## config.mk

```make
export PLATFORM = sky130hd
export DESIGN_NAME = nand_hamming_ecc_512_core
export DESIGN_NICKNAME = d
export VERILOG_FILES = /design/src/design/nhecc_pkg.sv /design/src/design/nand_hamming_ecc_512_core.sv
export SDC_FILE = /design/constraint.sdc
export NUM_CORES = 1
export LEC_CHECK = 0
export ABC_AREA = 1
export BUFFER_PORTS_ARGS = -buffer_cell sky130_fd_sc_hd__buf_4
export CORE_MARGIN = 3
export CORE_UTILIZATION = 37
export CTS_CLUSTER_SIZE = 12
export DETAILED_ROUTE_END_ITERATION = 10
export MAX_ROUTING_LAYER = met4
export PLACE_DENSITY_LB_ADDON = 0.2
export SLEW_MARGIN = 5
export SYNTH_ARGS = -nofsm -noshare
export SYNTH_HDL_FRONTEND = slang
export SYNTH_SLANG_ARGS = --single-unit
```

## constraint.sdc

```tcl
create_clock -name clk_i -period 4.5 [get_ports clk_i]
set_input_delay 0.45 -clock clk_i [delete_from_list [all_inputs] [get_ports clk_i]]
set_output_delay 0.45 -clock clk_i [all_outputs]
set_load 0.05 [all_outputs]
```

## src/design/nhecc_pkg.sv

```systemverilog
// shared widths, codes and defaults of the nand hamming ecc core
package nhecc_pkg;

  localparam int unsigned DefaultBlockBytes = 512;

  localparam int unsigned DataWidth    = 8;
  localparam int unsigned CodeWidth    = 24;
  localparam int unsigned StatusWidth  = 2;
  localparam int unsigned ErrByteWidth = 9;
  localparam int unsigned ErrBitWidth  = 3;
  localparam int unsigned CountWidth   = 5;

  typedef enum logic [StatusWidth-1:0] {
    StatusOk      = 2'd0,
    StatusSingle  = 2'd1,
    StatusCodeBit = 2'd2,
    StatusMulti   = 2'd3
  } status_e;

  localparam logic CmdGenerate = 1'b0;
  localparam logic CmdCheck    = 1'b1;

  function automatic logic [3:0] popcount8(logic [7:0] v);
    logic [3:0] n;
    n = '0;
    for (int k = 0; k < 8; k++) begin
      n = n + {3'd0, v[k]};
    end
    return n;
  endfunction

endpackage

```

## src/design/nand_hamming_ecc_512_core.sv

```systemverilog
// one-bit-correcting hamming ecc over a nand data block, one byte per cycle unless stalled
//
// input channel: one transaction per data byte, in address order, with last_i
// on the final byte of the block. command_i and stored_code_i matter only on
// the last byte: generate returns the code, check also compares it with the
// stored code and reports the error class and the bit to flip.
// output channel: one transaction per block, carrying code, status and the
// byte and bit to correct.
// throughput: one byte per cycle, back to back, while in_ready_o is high, with blocks
// following each other without a gap.
// result path: the code is formed from the accumulators in the accept cycle
// and held in the stage register; the syndrome popcount and classification
// are formed from it and registered in the result register.
// stalls: a finished code waits in a stage register while the result
// register is held; bytes are still taken while only one of the two is full.
// reset: asynchronous, clears the byte counter, both accumulators and the
// valid flags; the first byte can be taken in the first cycle after reset.
module nand_hamming_ecc_512_core #(
  parameter int unsigned BLOCK_BYTES = nhecc_pkg::DefaultBlockBytes
) (
  input  logic                               clk_i,
  input  logic                               rst_ni,
  input  logic                               in_valid_i,
  output logic                               in_ready_o,
  input  logic [nhecc_pkg::DataWidth-1:0]    data_byte_i,
  input  logic                               last_i,
  input  logic                               command_i,
  input  logic [nhecc_pkg::CodeWidth-1:0]    stored_code_i,
  output logic                               out_valid_o,
  input  logic                               out_ready_i,
  output logic [nhecc_pkg::CodeWidth-1:0]    code_o,
  output logic [nhecc_pkg::StatusWidth-1:0]  status_o,
  output logic [nhecc_pkg::ErrByteWidth-1:0] error_byte_o,
  output logic [nhecc_pkg::ErrBitWidth-1:0]  error_bit_o
);
  import nhecc_pkg::*;

  localparam int unsigned ParW   = $clog2(8 * BLOCK_BYTES + 1) - 1;
  localparam int unsigned CntW   = ParW - 3;
  localparam int unsigned FullW  = 2 * ParW;
  localparam logic [ErrByteWidth-1:0] ByteMask = ErrByteWidth'((BLOCK_BYTES - 1) & 511);
  localparam logic [CountWidth-1:0]   ParCount = CountWidth'(ParW);

  logic            in_xfer;
  logic            out_free;
  logic            s1_free;

  logic [CntW-1:0] byte_count_q, byte_count_d;
  logic [ParW-1:0] odd_q, odd_d;
  logic [ParW-1:0] even_q, even_d;
  logic [ParW-1:0] odd_delta, even_delta, odd_next, even_next;
  logic [2:0]      low_xor;
  logic            byte_par;
  logic [FullW-1:0] code_full;

  logic                 s1_valid_q;
  logic [CodeWidth-1:0] s1_code_q;
  logic                 s1_cmd_q;
  logic [CodeWidth-1:0] s1_stored_q;

  logic [CodeWidth-1:0]  synd;
  logic [CountWidth-1:0] ones;
  status_e               status_d;
  logic [ErrByteWidth-1:0] ebyte_d;
  logic [ErrBitWidth-1:0]  ebit_d;

  logic                    out_valid_q;
  logic [CodeWidth-1:0]    code_q;
  status_e                 status_q;
  logic [ErrByteWidth-1:0] ebyte_q;
  logic [ErrBitWidth-1:0]  ebit_q;

  assign out_free   = !out_valid_q || out_ready_i;
  assign s1_free    = !s1_valid_q || out_free;
  assign in_ready_o = s1_free;
  assign in_xfer    = in_valid_i && in_ready_o;

  // parity contribution of one byte
  always_comb begin
    low_xor = '0;
    for (int k = 0; k < 8; k++) begin
      if (data_byte_i[k]) begin
        low_xor = low_xor ^ 3'(k);
      end
    end
  end

  assign byte_par   = ^data_byte_i;
  assign odd_delta  = (byte_par ? {byte_count_q, 3'b000} : '0) | {{CntW{1'b0}}, low_xor};
  assign even_delta = odd_delta ^ (byte_par ? {ParW{1'b1}} : '0);
  assign odd_next   = odd_q ^ odd_delta;
  assign even_next  = even_q ^ even_delta;
  assign code_full  = {~even_next, ~odd_next};

  always_comb begin
    byte_count_d = byte_count_q;
    odd_d        = odd_q;
    even_d       = even_q;
    if (in_xfer) begin
      if (last_i) begin
        byte_count_d = '0;
        odd_d        = '0;
        even_d       = '0;
      end else begin
        byte_count_d = byte_count_q + 1'b1;
        odd_d        = odd_next;
        even_d       = even_next;
      end
    end
  end

  always_ff @(posedge clk_i or negedge rst_ni) begin
    if (!rst_ni) begin
      byte_count_q <= '0;
      odd_q        <= '0;
      even_q       <= '0;
      s1_valid_q   <= 1'b0;
    end else begin
      byte_count_q <= byte_count_d;
      odd_q        <= odd_d;
      even_q       <= even_d;
      if (in_xfer && last_i) begin
        s1_valid_q <= 1'b1;
      end else if (out_free) begin
        s1_valid_q <= 1'b0;
      end
    end
  end

  always_ff @(posedge clk_i) begin
    if (in_xfer && last_i) begin
      s1_code_q   <= CodeWidth'(code_full);
      s1_cmd_q    <= command_i;
      s1_stored_q <= stored_code_i;
    end
  end

  // syndrome classification
  assign synd = s1_code_q ^ s1_stored_q;
  assign ones = CountWidth'(popcount8(synd[7:0])) + CountWidth'(popcount8(synd[15:8]))
              + CountWidth'(popcount8(synd[23:16]));

  always_comb begin
    status_d = StatusOk;
    ebyte_d  = '0;
    ebit_d   = '0;
    if (s1_cmd_q == CmdCheck) begin
      if (ones == '0) begin
        status_d = StatusOk;
      end else if (ones == ParCount) begin
        status_d = StatusSingle;
        ebyte_d  = synd[ErrBitWidth +: ErrByteWidth] & ByteMask;
        ebit_d   = synd[ErrBitWidth-1:0];
      end else if (ones == CountWidth'(1)) begin
        status_d = StatusCodeBit;
      end else begin
        status_d = StatusMulti;
      end
    end
  end

  always_ff @(posedge clk_i or negedge rst_ni) begin
    if (!rst_ni) begin
      out_valid_q <= 1'b0;
    end else if (out_free) begin
      out_valid_q <= s1_valid_q;
    end
  end

  always_ff @(posedge clk_i) begin
    if (out_free && s1_valid_q) begin
      code_q   <= s1_code_q;
      status_q <= status_d;
      ebyte_q  <= ebyte_d;
      ebit_q   <= ebit_d;
    end
  end

  assign out_valid_o  = out_valid_q;
  assign code_o       = code_q;
  assign status_o     = status_q;
  assign error_byte_o = ebyte_q;
  assign error_bit_o  = ebit_q;

endmodule

```

# Yosys cells after proc, flatten, opt, wreduce, memory -nomap -nowiden
# Cells that the tools add are included.
[totals]
register_bits = 122
output_inout_bits = 40
word_cells = 83
in_bits = 38
[classes]
reduce_logical = 13
n_eq_ne = 2
addsub = 24
muxes = 16
bitwise = 15
[op_table]
columns = ["cell", "count"]
rows = [
  ["$add A4 B1 Y4", 12],
  ["$mux W12", 4],
  ["$xor A12 B12 Y12", 3],
  ["$not A12 Y12", 2],
  ["$xor A24 B24 Y24", 1],
  ["$add A3 B1 Y4", 3],
  ["$mux W3", 4],
  ["$or A12 B3 Y12", 1],
  ["$add A2 B1 Y3", 3],
  ["$add A9 B1 Y9 const B", 1],
  ["$mux W9", 1],
  ["$reduce_xor A8 Y1", 1],
  ["$add A1 B1 Y2", 3],
  ["$not A2 Y2", 3],
  ["$reduce_or A3 Y1", 2],
  ["$add A4 B4 Y5", 1],
  ["$add A5 B4 Y5", 1],
  ["$eq A5 B1 Y1 const B", 1],
  ["$eq A5 B4 Y1 const B", 1],
  ["$logic_not A5 Y1", 1],
  ["$mux W1", 5],
  ["$mux W2", 2],
  ["$logic_and A1 B1 Y1", 3],
  ["$not A3 Y3", 1],
  ["other kinds (6)", 10],
]

# Depth between registers and ports, before layout
# Gate-level depths: netlist (run 1).
[depth]
depth_word = 15
mapped_depth = 21
mapped_depth_nobuf = 20

# Least setup slack after synthesis (run 1)
# Ideal clock, no wire load.
[synth_path]
kind = "flip-flop to flip-flop"
start = "register s1_code_q[3]"
end = "register ebit_q[0] (netlist: error_bit_o[0]), data pin"
path_slack_ns = -0.136
path_stages_with_launch = 20
required_time_ns = 4.236
n_path_buf = 1
synth_period_minus_slack_ns = 4.636
t_arrival_ns = 4.372
path_cell_list = "edfxtp_1 > xnor2_1 > fa_1 > fa_1 > fa_1 > fa_1 > inv_1 > fa_1 > ha_1 > inv_1 > fa_1 > inv_1 > nand2_1 > nand2_1 > a21oi_1 > nand3b_1 > nor2_1 > nand3_1 > buf_2 > nor2_1"
[synth_between]
elab_chain_len = 11
word_cells_on_any_way = 12
[synth_rtl]
columns = ["item", "line", "rtl"]
rows = [
  ["start: declaration", "nand_hamming_ecc_512_core.sv:57", "logic [CodeWidth-1:0] s1_code_q;"],
  ["start signal: assignment", "nand_hamming_ecc_512_core.sv:132", "s1_code_q <= CodeWidth'(code_full);"],
  ["$xor A24 B24 Y24 (*)", "nand_hamming_ecc_512_core.sv:139", "assign synd = s1_code_q ^ s1_stored_q;"],
  ["$add A3 B1 Y4 (*)", "nhecc_pkg.sv:27", "n = n + {3'd0, v[k]};"],
  ["$add A4 B1 Y4 (*) (4 in series)", "nhecc_pkg.sv:27", ""],
  ["$add A4 B4 Y5 (*)", "nand_hamming_ecc_512_core.sv:140", "assign ones = CountWidth'(popcount8(synd[7:0])) + CountWidth'(popcount8(synd[15:8]))"],
  ["$add A5 B4 Y5 (*)", "nand_hamming_ecc_512_core.sv:141", "+ CountWidth'(popcount8(synd[23:16]));"],
  ["$eq A5 B4 Y1", "nand_hamming_ecc_512_core.sv:150", "end else if (ones == ParCount) begin"],
  ["$not A1 Y1 (no source line)", "n/a", ""],
  ["$reduce_or A3 Y1 (no source line) (*)", "n/a", ""],
  ["end signal: assignment", "nand_hamming_ecc_512_core.sv:175", "ebit_q <= ebit_d;"],
  ["end: declaration", "nand_hamming_ecc_512_core.sv:71", "logic [ErrBitWidth-1:0] ebit_q;"],
]
# Every way passes the cells marked *; elsewhere a longest branch is shown, timed or not.
# A chain may end at the register's enable or synchronous reset.

# Worst setup path after layout (run 1)
[layout_path]
start = "register s1_code_q[5]"
end = "register status_q[1] (netlist: status_o[1]), data pin"
[layout_between]
elab_chain_len = 8
word_cells_on_any_way = 9
[layout_rtl]
columns = ["item", "line", "rtl"]
rows = [
  ["$xor A24 B24 Y24 (*)", "nand_hamming_ecc_512_core.sv:139", ""],
  ["named net synd[5]", "nand_hamming_ecc_512_core.sv:61", "logic [CodeWidth-1:0] synd;"],
  ["$add A4 B1 Y4 (*) (3 in series)", "nhecc_pkg.sv:27", ""],
  ["$add A4 B4 Y5 (*)", "nand_hamming_ecc_512_core.sv:140", ""],
  ["$add A5 B4 Y5 (*)", "nand_hamming_ecc_512_core.sv:141", ""],
  ["$eq A5 B4 Y1 or $logic_not A5 Y1 (tied branches)", "nand_hamming_ecc_512_core.sv:150, nand_hamming_ecc_512_core.sv:148", ""],
  ["$reduce_or A3 Y1 (no source line) (*)", "n/a", ""],
  ["end signal: assignment", "nand_hamming_ecc_512_core.sv:173", "status_q <= status_d;"],
  ["end: declaration", "nand_hamming_ecc_512_core.sv:69", "status_e status_q;"],
]
# The timed path passes the listed nets; every way through them passes the cells marked *.

==> results.toml, run 1 <==
[clock_network]
clk_path_buf_depth = 2
cts_buffers = 17
clk_pin_slew_ps = 50
h-tree-depth = 4
cts.sink_count = 122
cts_tree = "built"
clock-root-buffer = "clkbuf_16"
insertion_delay_ps = 410

[floorplan]
die_y_um = 131
rows = 45
die_w_um = 131
dieArea_um2 = 17200
coreArea_um2 = 15300
start_util_pct = 38.0
pin_count = 78

[detailed_routing]
drt-initial-drc-count = 238
vias = 4007
wl_per_cell_um = 14.1
detail-route-antenna-nets = 0
drtPass1Iterations = 4
drc = 0
finalWirelength_um = 12400
viasPerCell = 4.56

[setup_path]
crit_type = "reg2reg"
slowest_stage = "fa_1"
cp_top_family = "adder cells"
ff2ff_path_depth = 17
r2r-end = "status_o[1]"
rrSetupSlack_ps = -290
critPathMaxFanout = 3
r2r_start = "s1_code_q[5]"
critPathLaunchType = "flip-flop"
max_stage_delay_ps = 550
worstPathRequired_ps = 4660
cp_data_arrival_time_ps = 4950
path_buf_inv = 6
crit_chain = "xor2_1 -> fa_1 -> inv_1 -> fa_2 -> fa_2 -> fa_1 -> inv_1 -> fa_1 -> ha_2 -> inv_2 -> fa_2 -> buf_4 -> xnor2_2 -> inv_2 -> buf_4 -> nor3_4 -> nor2_1"
crit_path_end_kind = "flip-flop"

[grt]
track_usage_pct = 15.7
antenna_found_initial = 0
grt_max_degree = 39
grt_overflow_total = 0
grt_pass1_wl_um = 20700
grt_pass1_vias = 4104

[yosys]
syn_nets = 601
synth-seq-cells = 122
synth_area_um2 = 5800
ys_warn_count = 0
synth_top_flop_cell = "edfxtp_1"
synth_edf_count = 87
synth_cell_type_count = 30
syn_avg_cell_area_um2 = 10.8
synthCells = 539
yosys.area.top_type = "edfxtp_1"
async_flop_share_pct = 28.7
ys_seq_area_share_pct = 60.1
synthTopCellsByArea = "edfxtp_1 (45%), dfrtp_1 (15%), nand2_1 (9.6%)"
synth_top_area_share_pct = 45.0

[layout]
final_core_util_pct = 49.5
fin_nets = 716
area_growth_pct = 30.2
final_design_area_no_fill_um2 = 7550
layout_common_cells = "nand2_1 (146), buf_4 (104), edfxtp_1 (87)"
drive_gt1_share_pct = 26.7
n_antenna_cell = 0
final_common_cell = "nand2_1"

[timing]
slew_headroom_pct = 25.6
tightest_slew_ps = 1110
finalWorstSetupSlack_ps = -286
final_hold_viol_count = 0
hold_slack_ps = 212
drv_slew = 0
tns_ps = -3600
rsz0062_at_grt = "true"
period_needed_ps = 4790
setup_viol = 14
worst_clock_skew_ps = 8.84
period_share_pct = 106
fmax_mhz = 209

[worst_hold_path]
hp-class = "in2reg"
whs_path_depth = 1
hp-start = "stored_code_i[23]"
min_to = "s1_stored_q[23]"

[place]
dpl.hpwl_um = 8640
place_area_um2 = 6760
io_buffers = 77
place_congestion = 0.844

[job]
drv_cap = 0

[status]
outcome = "finished with violations"
violations = "negative setup slack"

[pwr]
powerDensity_nw_per_um2 = 750
p_leak_nw = 3.37
vdd_drop_max_mv = 0.568
==> worst reg2reg max path, delay by kind of cell, from the launching register on <==
kind	cells	cell delay [ps]
XOR/XNOR	2	330
adder cells (fa/ha/maj)	7	3080
buffers and inverters	6	490
flip-flops	1	410
AND/OR/NAND/NOR	2	240
==> power by group <==
| group | total (W) | internal (W) | leakage, nW | switching (W) |
|---|---|---|---|---|
| sequential | 0.00146 | 0.00138 | 1.25 | 0.0000731 |
| clock | 0.00145 | 0.000973 | 0.298 | 0.000473 |
| combinational | 0.00277 | 0.00126 | 1.82 | 0.00151 |
| total | 0.00567 | 0.00361 | 3.37 | 0.00206 |
==> timing repair <==
item,in CTS,in global routing
buffers inserted,6,2
hold buffers,1,0
pin swaps,10,5
gates resized for setup,16,8
endpoints found under the hold margin,9,0
endpoints found under the setup margin,14,14
==> state kept, by name, indices dropped and copies added (netlist names) <==
name / count
odd_q: 12
out_valid_o: 1
s1_valid_q: 1
s1_code_q: 24
code_o: 24
error_byte_o: 9
byte_count_q: 9
even_q: 12
status_o: 2
error_bit_o: 3
s1_stored_q: 24
s1_cmd_q: 1
==> worst max path at each step <==
stage | start | to | depth (start not counted)
after global placement | s1_code_q[11] | error_byte_o[5] | 19
final | s1_code_q[5] | status_o[1] | 17
after global routing | s1_stored_q[7] | error_byte_o[2] | 19
after CTS | s1_code_q[17] | error_byte_o[5] | 21
after detailed placement | s1_code_q[17] | error_byte_o[2] | 21
after floorplan | s1_code_q[21] | error_bit_o[0] | 21
==> layout make-up <==
type / count / area [um^2]
inverter: 70 / 263
tap: 211 / 264
fill: 1342 / 7700
timing repair buffer: 107 / 822
clock inverter: 14 / 203
clock buffer: 18 / 429
sequential: 122 / 3490
multi-input combinational: 336 / 2090
==> per-stage QoR <==
stage	total power (W)	cells	worst slack [ps]
2_1_floorplan	0.00292	539	-43.9
3_3_place_gp	0.00344	837	-237
3_5_place_dp	0.00354	837	-314
4_1_cts	0.00535	876	-237
5_1_grt	0.00612	878	-504
6_report	0.00567	878	-286
==> metal layers <==
metal / routed length [um] / global-route usage [%] / share of wire (%) / vias up
met5: 0 / - / 0 / -
met4: 138 / 5.54 / 1.1 / 0
met3: 500 / 4.56 / 4.0 / 14
met2: 6120 / 25.2 / 50 / 81
met1: 5590 / 19.1 / 45 / 1921
li1: - / - / - / 1991
==> Yosys cell counts (2+ instances only) <==
| master | number |
|---|---|
| a21oi_1 | 7 |
| buf_2 | 4 |
| buf_6 | 2 |
| buf_8 | 2 |
| clkbuf_1 | 2 |
| dfrtp_1 | 35 |
| edfxtp_1 | 87 |
| fa_1 | 17 |
| ha_1 | 7 |
| inv_1 | 66 |
| inv_2 | 4 |
| nand2_1 | 148 |
| nand2_2 | 7 |
| nand2_4 | 3 |
| nand3_1 | 64 |
| nand3_2 | 3 |
| nand3b_1 | 2 |
| nand4_1 | 3 |
| nor2_1 | 23 |
| nor3_1 | 3 |
| o21ai_0 | 8 |
| o21ai_1 | 3 |
| xnor2_1 | 22 |
| xor2_1 | 11 |
==> logic make-up after synthesis <==
| kind of cell | after synthesis | synth area share (%) |
|---|---|---|
| DFF | 122 | 60.1 |
| adders and majority gates | 24 | 7.38 |
| xor gates and xnor gates | 33 | 4.98 |
| AOI/OAI and AO/OA | 20 | 1.79 |
| and+or+nand+nor | 259 | 19.7 |
| buffers and inverters | 81 | 6.04 |
(Power assumes the default switching activity.)
==> run 2: changes to the inputs <==
Settings changed: CORE_UTILIZATION 37 to 52.
==> results.toml, run 2 (synthesis results as in run 1) <==
[pwr]
powerDensity_nw_per_um2 = 774
vdd_drop_max_mv = 1.05
p_leak_nw = 3.36

[timing]
rsz0062_at_grt = "true"
worst_clock_skew_ps = 13.1
tns_ps = -4780
hold_slack_ps = 92.8
tightest_slew_ps = 511
setup_viol = 14
drv_slew = 0
period_needed_ps = 4870
final_hold_viol_count = 0
slew_headroom_pct = 65.9
finalWorstSetupSlack_ps = -372
fmax_mhz = 205
period_share_pct = 108

[detailed_routing]
wl_per_cell_um = 15.1
drt-initial-drc-count = 381
finalWirelength_um = 12000
detail-route-antenna-nets = 0
drc = 0
viasPerCell = 5.05
vias = 4043
drtPass1Iterations = 4

[layout]
n_antenna_cell = 0
n_fill_cell = 741
register_area_um2 = 3490
area_growth_pct = 27.6
multiInputGateArea_um2 = 2100
final_core_util_pct = 69.8
final_common_cell = "nand2_1"
fin_nets = 713
drive_gt1_share_pct = 27.0
layout_common_cells = "nand2_1 (145), buf_4 (100), edfxtp_1 (87)"

[grt]
grt_max_degree = 39
antenna_found_initial = 0
track_usage_pct = 20.9
grt_pass1_vias = 4115
grt_pass1_wl_um = 19600
grt_overflow_total = 0

[clock_network]
clk_path_buf_depth = 2
clk_pin_slew_ps = 60
cts_buffers = 17
cts.sink_count = 122
h-tree-depth = 4
cts_tree = "built"
insertion_delay_ps = 530
clock-root-buffer = "clkbuf_8"

[setup_path]
critPathLaunchType = "flip-flop"
max_stage_delay_ps = 560
r2r-end = "error_bit_o[0]"
crit_top_cell = "fa_1"
crit_type = "reg2reg"
rrSetupSlack_ps = -370
ff2ff_path_depth = 21
crit_path_end_kind = "flip-flop"
r2r_start = "s1_code_q[17]"
crit_chain = "xnor2_2 -> fa_1 -> fa_1 -> inv_1 -> fa_1 -> inv_1 -> fa_1 -> inv_1 -> fa_1 -> ha_2 -> inv_2 -> fa_2 -> inv_2 -> nand2_2 -> nand2_2 -> a21oi_2 -> nand3b_1 -> nor2_2 -> nand3_2 -> buf_12 -> nor2_1"
slowest_stage = "fa_1"
crit_start = "s1_code_q[17]"
cp_data_arrival_time_ps = 5140
critPathMaxFanout = 10
worstPathRequired_ps = 4770

[worst_hold_path]
whs_path_depth = 1
min_to = "s1_stored_q[11]"
hp-class = "in2reg"
hp-start = "stored_code_i[11]"

[floorplan]
die_w_um = 112
start_util_pct = 54.7
dieArea_um2 = 12500
pin_count = 78
die_y_um = 112
rows = 37
coreArea_um2 = 10600

[place]
dpl.hpwl_um = 8220
place_congestion = 0.832
io_buffers = 77
dp_slack_ps = -408

[job]
drv_cap = 0

[status]
violations = "negative setup slack"
outcome = "finished with violations"
[run 2: power by group]
part	switching, W	total, W	internal (W)
clock	0.000486	0.00130	0.000811
combinational	0.00169	0.00298	0.00129
sequential	0.0000733	0.00146	0.00138
total	0.00225	0.00573	0.00348
[run 2: repair_timing]
action,4_1_cts,5_1_grt
resized for setup,16,11
hold endpoints to repair,35,0
setup endpoints to repair,14,14
hold buffers,1,0
pin swaps,8,5
setup buffers,5,1
[run 2: how the worst max path moves through the flow]
stage,end,cells past startpoint,slack (ps)
2_1_floorplan,error_bit_o[0],21,-40
6_report,error_bit_o[0],21,-370
5_1_grt,error_byte_o[3],21,-570
3_3_place_gp,error_bit_o[0],19,-250
4_1_cts,error_byte_o[3],16,-320
3_5_place_dp,error_bit_o[0],19,-410
[run 2: metrics by stage]
step                instance area, um^2  total power, W  std cells
finish                             7400         0.00573        800
floorplan                          5820         0.00292        539
detailed placement                 6650         0.00357        761
global route                       7400         0.00612        800
global placement                   6650         0.00341        761
CTS                                7350         0.00533        799
[run 2: metal layers]
metal | vias up | track usage (%) | routed length [um] | part of all wire [%]
met1 | 1937 | 24.6 | 5050 | 42
met4 | 0 | 7.62 | 157 | 1.3
li1 | 1979 | - | - | -
met2 | 113 | 34.7 | 6200 | 51
met5 | - | - | 0 | 0
met3 | 14 | 5.82 | 643 | 5.3
[run 2: final cells by class]
type | count | share of cell area (%)
Sequential cell | 122 | 47.1
Multi-Input combinational cell | 336 | 28.4
Timing Repair Buffer | 104 | 10.8
Clock buffer | 22 | 6.56
Inverter | 70 | 3.55
Tap cell | 136 | 2.30
Clock inverter | 10 | 1.22
[run 2: critical path: cells and delay by family (launching register included)]
kind                       cells  cell delay (ps)
adders and majority gates      7             3030
and+or+nand+nor                6              520
buffers and inverters          6              420
DFF                            1              420
xor gates and xnor gates       1              160
AOI/OAI and AO/OA              1               70
==> run 3: changes to the inputs <==
--- a/config.mk
+++ b/config.mk
@@ -14,4 +14,5 @@
 export MAX_ROUTING_LAYER = met4
 export PLACE_DENSITY_LB_ADDON = 0.2
+export SKIP_LAST_GASP = 1
 export SLEW_MARGIN = 5
 export SYNTH_ARGS = -nofsm -noshare
==> constraint.sdc (replaced) <==
create_clock -name clk_i -period 4.5 [get_ports clk_i]
set_input_delay 1.125 -clock clk_i [delete_from_list [all_inputs] [get_ports clk_i]]
set_output_delay 1.125 -clock clk_i [all_outputs]
set_load 0.05 [all_outputs]
==> results.toml, run 3 (synthesis results as in run 1) <==
[floorplan]
die_y_um = 112
pin_count = 78
rows = 37
coreArea_um2 = 10600
die_w_um = 112
start_util_pct = 54.7
dieArea_um2 = 12500

[place]
place_inst = 759
dpl.hpwl_um = 8380
place_congestion = 0.832
place_area_um2 = 6640
io_buffers = 77

[setup_path]
worst-path-stages = 19
worstPathRequired_ps = 4890
critPathMaxFanout = 6
max_stage_delay_ps = 530
ff2ff_path_depth = 19
crit_path_end_kind = "flip-flop"
critPathLaunchType = "flip-flop"
r2r_start = "s1_stored_q[7]"
cp_data_arrival_time_ps = 5380
r2r-end = "error_byte_o[6]"
crit_top_cell = "fa_1"
rrSetupSlack_ps = -490
cp_top_family = "adder cells"
path_buf_inv = 7
crit_type = "reg2reg"
slowest_stage = "fa_1"
crit_chain = "xnor2_2 -> inv_1 -> fa_1 -> inv_2 -> fa_1 -> fa_1 -> fa_1 -> inv_2 -> fa_1 -> ha_2 -> inv_2 -> fa_2 -> buf_4 -> xnor2_2 -> inv_2 -> nor2_1 -> nand3_2 -> buf_6 -> nor2_4"

[status]
outcome = "finished with violations"
violations = "negative setup slack"

[clock_network]
clock-root-buffer = "clkbuf_8"
cts.sink_count = 122
holdBufCountCts = 0
cts_tree = "built"
clk_path_buf_depth = 2
clk_pin_slew_ps = 60
insertion_delay_ps = 530
cts_buffers = 17
h-tree-depth = 4

[layout]
n_fill_cell = 770
final_design_area_no_fill_um2 = 7440
area_growth_pct = 28.2
final_common_cell = "nand2_1"
multiInputGateArea_um2 = 2110
n_antenna_cell = 0
layout_common_cells = "nand2_1 (145), buf_4 (102), edfxtp_1 (87)"
fin_cells = 801
drive_gt1_share_pct = 27.5
fin_nets = 714
final_core_util_pct = 70.2
register_area_um2 = 3490

[timing]
tightest_slew_ps = 827
period_share_pct = 111
setup_viol = 14
finalWorstSetupSlack_ps = -489
rsz0062_at_grt = "true"
fmax_mhz = 200
period_needed_ps = 4990
final_hold_viol_count = 0
slew_headroom_pct = 44.7
tns_ps = -6480
drv_slew = 0
worst_clock_skew_ps = 7.77

[detailed_routing]
finalWirelength_um = 12700
wl_per_cell_um = 15.9
detail-route-antenna-nets = 0
viasPerCell = 5.14
drtPass1Iterations = 5
drc = 0
vias = 4117
drt-initial-drc-count = 282

[worst_hold_path]
hp-class = "reg2reg"
whs_path_depth = 0
min_to = "code_o[22]"
hp-start = "s1_code_q[22]"

[grt]
track_usage_pct = 22.2
grt_pass1_vias = 4201
grt_max_degree = 39
grt_overflow_total = 0
antenna_found_initial = 0
grt_pass1_wl_um = 20700

[job]
drv_cap = 0

[pwr]
vdd_drop_max_mv = 0.895
p_leak_nw = 3.34
powerDensity_nw_per_um2 = 795
==> run 3: per-stage QoR <==
step           hold slack (ps)  worst slack [ps]  power (W)
6_report                   473              -489    0.00592
5_1_grt                    489              -658    0.00628
4_1_cts                    472              -426    0.00545
3_5_place_dp               456              -417    0.00347
3_3_place_gp               451              -279    0.00335
2_1_floorplan              447             -43.9    0.00292
==> run 3: area by class of cell <==
class / count / share of cell area, %
Inverter: 70 / 3.53
Clock inverter: 12 / 2.35
Sequential cell: 122 / 46.9
Tap cell: 136 / 2.29
Clock buffer: 20 / 5.72
Multi-Input combinational cell: 336 / 28.4
Timing Repair Buffer: 105 / 10.8
==> run 3: what timing repair did <==
item / in CTS / in global routing
setup endpoints to repair: 14 / 14
setup buffers: 6 / 6
cloned: 1 / 0
pin swaps: 3 / 12
resized for setup: 16 / 22
==> run 3: where the power goes <==
part	internal [W]	switching, W	total [W]
combinational	0.00133	0.00174	0.00307
clock	0.000897	0.000493	0.00139
sequential	0.00138	0.0000715	0.00145
==> run 3: worst register-to-register path: stages (launching register included) <==
cell and delay [ps]:
edfxtp_1 410, xnor2_2 200, inv_1 90, fa_1 520
inv_2 50, fa_1 510, fa_1 450, fa_1 530
inv_2 50, fa_1 500, ha_2 190, inv_2 40
fa_2 390, buf_4 160, xnor2_2 140, inv_2 70
nor2_1 130, nand3_2 140, buf_6 180, nor2_4 90
==> run 3: worst max path at each step <==
stage                         from               to  slack [ps]
floorplan            s1_code_q[21]   error_bit_o[0]         -40
global placement     s1_code_q[11]  error_byte_o[5]        -280
detailed placement   s1_code_q[11]  error_byte_o[1]        -420
CTS                 s1_stored_q[7]   error_bit_o[0]        -430
global route        s1_stored_q[7]  error_byte_o[1]        -660
finish              s1_stored_q[7]  error_byte_o[6]        -490
==> run 3: per-layer routing <==
| layer | wire (um) | track usage [%] | vias to the layer above |
|---|---|---|---|
| met4 | 251 | 9.16 | 0 |
| met3 | 618 | 5.27 | 25 |
| met1 | 5180 | 25.5 | 1976 |
| li1 | - | - | 1987 |
| met5 | 0 | - | - |
| met2 | 6660 | 37.4 | 129 |
